File: src/hdl/chm_pkg.sv
`default_nettype none

package chm_pkg;

  // Address source for read port A of the point store.
  typedef enum logic [1:0] {
    RA_I   = 2'd0,
    RA_JM1 = 2'd1,
    RA_IDX = 2'd2,
    RA_STK = 2'd3
  } st_rd_sel_t;

  // Address pair for the two read ports of the chain stack.
  typedef enum logic [1:0] {
    SK_TOP  = 2'd0,
    SK_BASE = 2'd1,
    SK_OUT  = 2'd2
  } stk_rd_sel_t;

  typedef struct packed {
    logic        load;
    logic        i_set1;
    logic        i_clr;
    logic        i_inc;
    logic        j_from_i;
    logic        j_dec;
    logic        key_ld;
    logic        st_wr_key;
    logic        st_wr_prev;
    logic        ch_init;
    logic        pass_end;
    logic        c_ld;
    logic        diff_ld;
    logic        prod_ld;
    logic        t_dec;
    logic        push;
    logic        single;
    logic        m_from_t;
    logic        m_one;
    logic        out_ld;
    logic        run_clr;
    st_rd_sel_t  st_rd_a;
    stk_rd_sel_t stk_rd;
  } cmd_t;

  typedef struct packed {
    logic i_ge_n;
    logic j_zero;
    logic key_less;
    logic n_le1;
    logic k_ge_n;
    logic pass1;
    logic can_pop;
    logic turn_le0;
    logic t_eq2;
    logic pts_eq;
    logic out_last;
  } sts_t;

endpackage

`default_nettype wire

File: src/hdl/chm_ctrl.sv
`default_nettype none

module chm_ctrl (
  input  wire logic          clk,
  input  wire logic          rst_n,
  input  wire logic          in_valid,
  input  wire logic          in_set_end,
  output logic               in_ready,
  output logic               out_valid,
  input  wire logic          out_ready,
  output chm_pkg::cmd_t      cmd,
  input  wire chm_pkg::sts_t sts
);

  typedef enum logic [18:0] {
    ST_LOAD    = 19'h00001,
    ST_SCHK    = 19'h00002,
    ST_SKEY    = 19'h00004,
    ST_SRD     = 19'h00008,
    ST_SCMP    = 19'h00010,
    ST_CHINIT  = 19'h00020,
    ST_CHK     = 19'h00040,
    ST_CHC     = 19'h00080,
    ST_CHTEST  = 19'h00100,
    ST_CHSP    = 19'h00200,
    ST_CHD     = 19'h00400,
    ST_CHM     = 19'h00800,
    ST_CHE     = 19'h01000,
    ST_CHPUSH  = 19'h02000,
    ST_FIN     = 19'h04000,
    ST_FINSP   = 19'h08000,
    ST_FINEQ   = 19'h10000,
    ST_OUTSTK  = 19'h20000,
    ST_OUTWAIT = 19'h40000
  } state_t;

  state_t state_r, state_nxt;
  logic   out_pt_r, out_pt_nxt;
  logic   out_ld_r, out_ld_nxt;

  always_ff @(posedge clk) begin
    if (!rst_n) begin
      state_r  <= ST_LOAD;
      out_pt_r <= 1'b0;
      out_ld_r <= 1'b0;
    end else begin
      state_r  <= state_nxt;
      out_pt_r <= out_pt_nxt;
      out_ld_r <= out_ld_nxt;
    end
  end

  assign in_ready  = (state_r == ST_LOAD);
  assign out_valid = (state_r == ST_OUTWAIT) && !out_pt_r && !out_ld_r;

  always_comb begin
    state_nxt   = state_r;
    out_pt_nxt  = 1'b0;
    out_ld_nxt  = 1'b0;
    cmd         = '0;
    cmd.st_rd_a = chm_pkg::RA_I;
    cmd.stk_rd  = chm_pkg::SK_TOP;
    case (state_r)
      ST_LOAD: begin
        if (in_valid) begin
          cmd.load = 1'b1;
          if (in_set_end) begin
            cmd.i_set1 = 1'b1;
            state_nxt  = ST_SCHK;
          end
        end
      end
      ST_SCHK: begin
        cmd.st_rd_a = chm_pkg::RA_I;
        state_nxt   = sts.i_ge_n ? ST_CHINIT : ST_SKEY;
      end
      ST_SKEY: begin
        cmd.key_ld   = 1'b1;
        cmd.j_from_i = 1'b1;
        state_nxt    = ST_SRD;
      end
      ST_SRD: begin
        if (sts.j_zero) begin
          cmd.st_wr_key = 1'b1;
          cmd.i_inc     = 1'b1;
          state_nxt     = ST_SCHK;
        end else begin
          cmd.st_rd_a = chm_pkg::RA_JM1;
          state_nxt   = ST_SCMP;
        end
      end
      ST_SCMP: begin
        if (sts.key_less) begin
          cmd.st_wr_prev = 1'b1;
          cmd.j_dec      = 1'b1;
          state_nxt      = ST_SRD;
        end else begin
          cmd.st_wr_key = 1'b1;
          cmd.i_inc     = 1'b1;
          state_nxt     = ST_SCHK;
        end
      end
      ST_CHINIT: begin
        if (sts.n_le1) begin
          cmd.single = 1'b1;
          cmd.i_clr  = 1'b1;
          state_nxt  = ST_OUTSTK;
        end else begin
          cmd.ch_init = 1'b1;
          state_nxt   = ST_CHK;
        end
      end
      ST_CHK: begin
        cmd.st_rd_a = chm_pkg::RA_IDX;
        if (sts.k_ge_n) begin
          cmd.pass_end = 1'b1;
          state_nxt    = sts.pass1 ? ST_FIN : ST_CHK;
        end else begin
          state_nxt = ST_CHC;
        end
      end
      ST_CHC: begin
        cmd.c_ld  = 1'b1;
        state_nxt = ST_CHTEST;
      end
      ST_CHTEST: begin
        cmd.stk_rd = chm_pkg::SK_TOP;
        state_nxt  = sts.can_pop ? ST_CHSP : ST_CHPUSH;
      end
      ST_CHSP: begin
        cmd.st_rd_a = chm_pkg::RA_STK;
        state_nxt   = ST_CHD;
      end
      ST_CHD: begin
        cmd.diff_ld = 1'b1;
        state_nxt   = ST_CHM;
      end
      ST_CHM: begin
        cmd.prod_ld = 1'b1;
        state_nxt   = ST_CHE;
      end
      ST_CHE: begin
        if (sts.turn_le0) begin
          cmd.t_dec = 1'b1;
          state_nxt = ST_CHTEST;
        end else begin
          state_nxt = ST_CHPUSH;
        end
      end
      ST_CHPUSH: begin
        cmd.push  = 1'b1;
        state_nxt = ST_CHK;
      end
      ST_FIN: begin
        cmd.m_from_t = 1'b1;
        cmd.stk_rd   = chm_pkg::SK_BASE;
        cmd.i_clr    = 1'b1;
        state_nxt    = sts.t_eq2 ? ST_FINSP : ST_OUTSTK;
      end
      ST_FINSP: begin
        cmd.st_rd_a = chm_pkg::RA_STK;
        state_nxt   = ST_FINEQ;
      end
      ST_FINEQ: begin
        cmd.m_one = sts.pts_eq;
        state_nxt = ST_OUTSTK;
      end
      ST_OUTSTK: begin
        cmd.stk_rd = chm_pkg::SK_OUT;
        out_pt_nxt = 1'b1;
        state_nxt  = ST_OUTWAIT;
      end
      ST_OUTWAIT: begin
        // Before the vertex is offered, this state waits for the stack read and then the store read.
        if (out_pt_r) begin
          cmd.st_rd_a = chm_pkg::RA_STK;
          out_ld_nxt  = 1'b1;
        end else if (out_ld_r) begin
          cmd.out_ld = 1'b1;
        end else if (out_ready) begin
          cmd.i_inc = 1'b1;
          if (sts.out_last) begin
            cmd.run_clr = 1'b1;
            state_nxt   = ST_LOAD;
          end else begin
            state_nxt = ST_OUTSTK;
          end
        end
      end
      default: state_nxt = ST_LOAD;
    endcase
  end

endmodule

`default_nettype wire

File: config.mk
export PLATFORM = sky130hd
export DESIGN_NAME = chm_ctrl
export DESIGN_NICKNAME = d
export VERILOG_FILES = /design/src/hdl/chm_pkg.sv /design/src/hdl/chm_ctrl.sv
export SDC_FILE = /design/constraint.sdc
export NUM_CORES = 1
export LEC_CHECK = 0
export BUFFER_PORTS_ARGS = -buffer_cell sky130_fd_sc_hd__buf_4
export CAP_MARGIN = 20
export CORE_MARGIN = 5
export CORE_UTILIZATION = 54
export CTS_CLUSTER_SIZE = 40
export DETAILED_ROUTE_END_ITERATION = 12
export HOLD_SLACK_MARGIN = 0.15
export PLACE_DENSITY_LB_ADDON = 0.3
export SLEW_MARGIN = 20
export SYNTH_ARGS = -nofsm -noshare
export SYNTH_HDL_FRONTEND = slang
export SYNTH_SLANG_ARGS = --single-unit
File: constraint.sdc
create_clock -name clk -period 4.1 [get_ports clk]
set_input_delay 0.205 -clock clk [delete_from_list [all_inputs] [get_ports clk]]
set_output_delay 0.205 -clock clk [all_outputs]
set_load 0.02 [all_outputs]
==> results.sh <==
export IMPL_grt_max_degree=12
export IMPL_fmaxAchievable_mhz=335
export IMPL_clk_latency_ps=320
export IMPL_rr_endpoint="state_r[1]"
export IMPL_drt_total_wl_um=3890
export IMPL_reg2reg_slack_ps=1410
export IMPL_vias=1476
export IMPL_p_leak_uw=0.000827
export IMPL_cts_tree="built"
export IMPL_timing_rr_start="state_r[14]"
export IMPL_multi_input_area_um2=788
export IMPL_min_to="state_r[3]"
export IMPL_critPathMaxFanout=5
export IMPL_cts_buffers=3
export IMPL_p_switching_uw=265
export IMPL_grt_overflow=0
export IMPL_final_nets=234
export IMPL_ys_seq_area_frac=0.316
export IMPL_dr_pass1_iters=4
export IMPL_cp_end_kind="output pin"
export IMPL_synth_nets=191
export IMPL_h_tree_depth=1
export IMPL_die_area_um2=3550
export IMPL_status="finished, final reports clean"
export IMPL_min_from="sts[8]"
export IMPL_post_cts_setup_buffers=0
export IMPL_fillerInstances=187
export IMPL_first_global_vias=1370
export IMPL_drv_slew=0
export IMPL_row_count=18
export IMPL_grt_pass1_wl_um=5960
export IMPL_final_antenna_net_count=0
export IMPL_tightest_slew_ps=849
export IMPL_r2r_cells=6
export IMPL_fin_crit_ps=2990
export IMPL_crit_arrival_ps=2780
export IMPL_insertedDiodeCount=0
export IMPL_cp_start_kind="register"
export IMPL_routabilityCongestion=1.04
export IMPL_ys_types=38
export IMPL_ys_seq_elements=21
export IMPL_p_clk_frac=0.166
export IMPL_rsz0062_at_grt="no"
export IMPL_placeableCoreArea_um2=2410
export IMPL_ctsRootBufferMaster="clkbuf_4"
export IMPL_first_iter_violations=135
export IMPL_synth_warnings=0
export IMPL_die_x_um=59.6
export IMPL_power_internal_uw=382
export IMPL_vias_per_cell=5.98
export IMPL_comb_power_share=0.458
export IMPL_syn_inst=175
export IMPL_dp_cells=236
export IMPL_crit_type="reg2out"
export IMPL_clk_pin_slew_ps=120
export IMPL_fin_skew_ps=1.73
export IMPL_final_common_cell="buf_4"
export IMPL_hold_slack_ps=164
export IMPL_maxCapViolations=0
export IMPL_setup_viol=0
export IMPL_dp_hpwl_um=2940
export IMPL_seq_area_um2=420
export IMPL_cp_data_required_time_ps=3890
export IMPL_met1_length_um=1480
export IMPL_areaGrowthSynthToFinish_pct=28.7
export IMPL_period_share=0.729
export IMPL_layout_drive_gt1_share=0.244
export IMPL_fin_tns_setup_ps=0
export IMPL_fin_util=0.710
export IMPL_seq_power_share=0.376
export IMPL_relSlewSlack=0.429
export IMPL_syn_area_per_cell_um2=7.59
export IMPL_top_layer_used="met4"
export IMPL_synth_area_um2=1330
export IMPL_drc=0
export IMPL_clk_path_buf_depth=2
export IMPL_routed_wl_met3_um=340
export IMPL_min_path_type="in2reg"
export IMPL_powerDensity_nw_per_um2=378
export IMPL_swShare=0.410
export IMPL_fp_dieH_um=59.6
export IMPL_hold_viol=0
export IMPL_peakVddDrop_v=0.000376
export IMPL_start_util=0.551
export IMPL_stdcell_count=247
export IMPL_routedWlPerCell_um=15.8
export IMPL_min_path_cells=3
export IMPL_final_cell_mix="42 x buf_4, 21 x dfxtp_1, 19 x nor2_1, 14 x inv_1, 10 x nor3_1"
export IMPL_io_buffers=42
export IMPL_cts_sinks=21
export IMPL_antenna_found_initial=0
export IMPL_io_pins=43
export IMPL_wl_met2_um=1950
export IMPL_grt_use_total=0.222
-- through the flow --
| stage | total power, uW | setup slack [ps] | cell area [um^2] |
|---|---|---|---|
| after global placement | 518 | 1510 | 1610 |
| final | 646 | 1110 | 1710 |
| after floorplan | 450 | 1600 | 1330 |
| after global routing | 682 | 958 | 1710 |
| after detailed placement | 530 | 1460 | 1610 |
| after CTS | 637 | 1190 | 1700 |
-- worst max-delay path, cell delays in order (launching register included) --
cell     delay (ps)
dfxtp_1         370
nor4_1          750
nand4_1         310
nor4b_1         770
buf_4           270
-- synth_stat cells, drive strengths merged --
cell type  instances  area [um^2]
a21o               1         8.76
and3b              1         8.76
inv               14         52.6
nand4              9         56.3
o21a               1         7.51
clkbuf             6         22.5
o2bb2ai            1         8.76
nand2b             3         18.8
nor4               9         62.6
a32oi              1         8.76
nor2b              4         25.0
o32a               2         21.3
or4b               1         13.8
and4               1         8.76
nand3              4         20.0
buf                5         45.0
nor4b              3         26.3
or4                5         45.0
xnor2              2         17.5
a21oi              9         45.0
nand3b             3         22.5
and2               3         18.8
xor2               2         17.5
nor3              11         60.1
dfxtp             21          420
or3                2         12.5
o21ai              7         38.8
and3               9         56.3
nand4b             1         8.76
nor3b              6         45.0
nand2              9         33.8
nor2              19         71.3
-- kinds of logic (layout without fill, tap and decap cells) --
family / Yosys count / after routing / synth area share
and+or+nand+nor: 103 / 103 / 0.462
buffers and inverters: 25 / 67 / 0.0904
AOI/OAI and AO/OA: 22 / 22 / 0.105
DFF: 21 / 21 / 0.316
xor gates and xnor gates: 4 / 4 / 0.0264
-- per-layer routing --
metal / vias to the layer above / global-route usage
li1: 713 / -
met1: 670 / 0.262
met2: 73 / 0.382
met3: 20 / 0.0588
met4: 0 / 0.0791
met5: - / 0
-- registers in the layout (all words and copies together), names as in the netlist --
name / count
out_ld_r: 1
out_pt_r: 1
state_r: 19
-- layout make-up --
class / count / share of cell area
clock buffer: 4 / 0.0154
inverter: 14 / 0.0307
multi-input combinational: 129 / 0.461
sequential: 21 / 0.246
tap: 30 / 0.0219
timing repair buffer: 49 / 0.225
-- power groups by stage --
| stage | sequential [uW] | clock (uW) | combinational [uW] |
|---|---|---|---|
| CTS | 241 | 105 | 290 |
| detailed placement | 245 | 0 | 285 |
| floorplan | 239 | 0 | 211 |
| global route | 246 | 118 | 319 |
| global placement | 244 | 0 | 273 |
| finish | 243 | 107 | 296 |
-- timing repair --
item,CTS,global route
hold endpoints to repair,8,1
hold buffers,6,1
endpoints found under the setup margin,0,0
gates resized for setup,0,0
-- worst max path at each step --
stage | from | endpoint | cells past startpoint
5_1_grt | state_r[5] | cmd[1] | 4
4_1_cts | state_r[14] | cmd[21] | 7
3_5_place_dp | state_r[14] | state_r[1] | 6
3_3_place_gp | state_r[14] | state_r[11] | 6
2_1_floorplan | state_r[16] | state_r[12] | 8
6_report | state_r[4] | cmd[1] | 4
(Power assumes the default switching activity.)
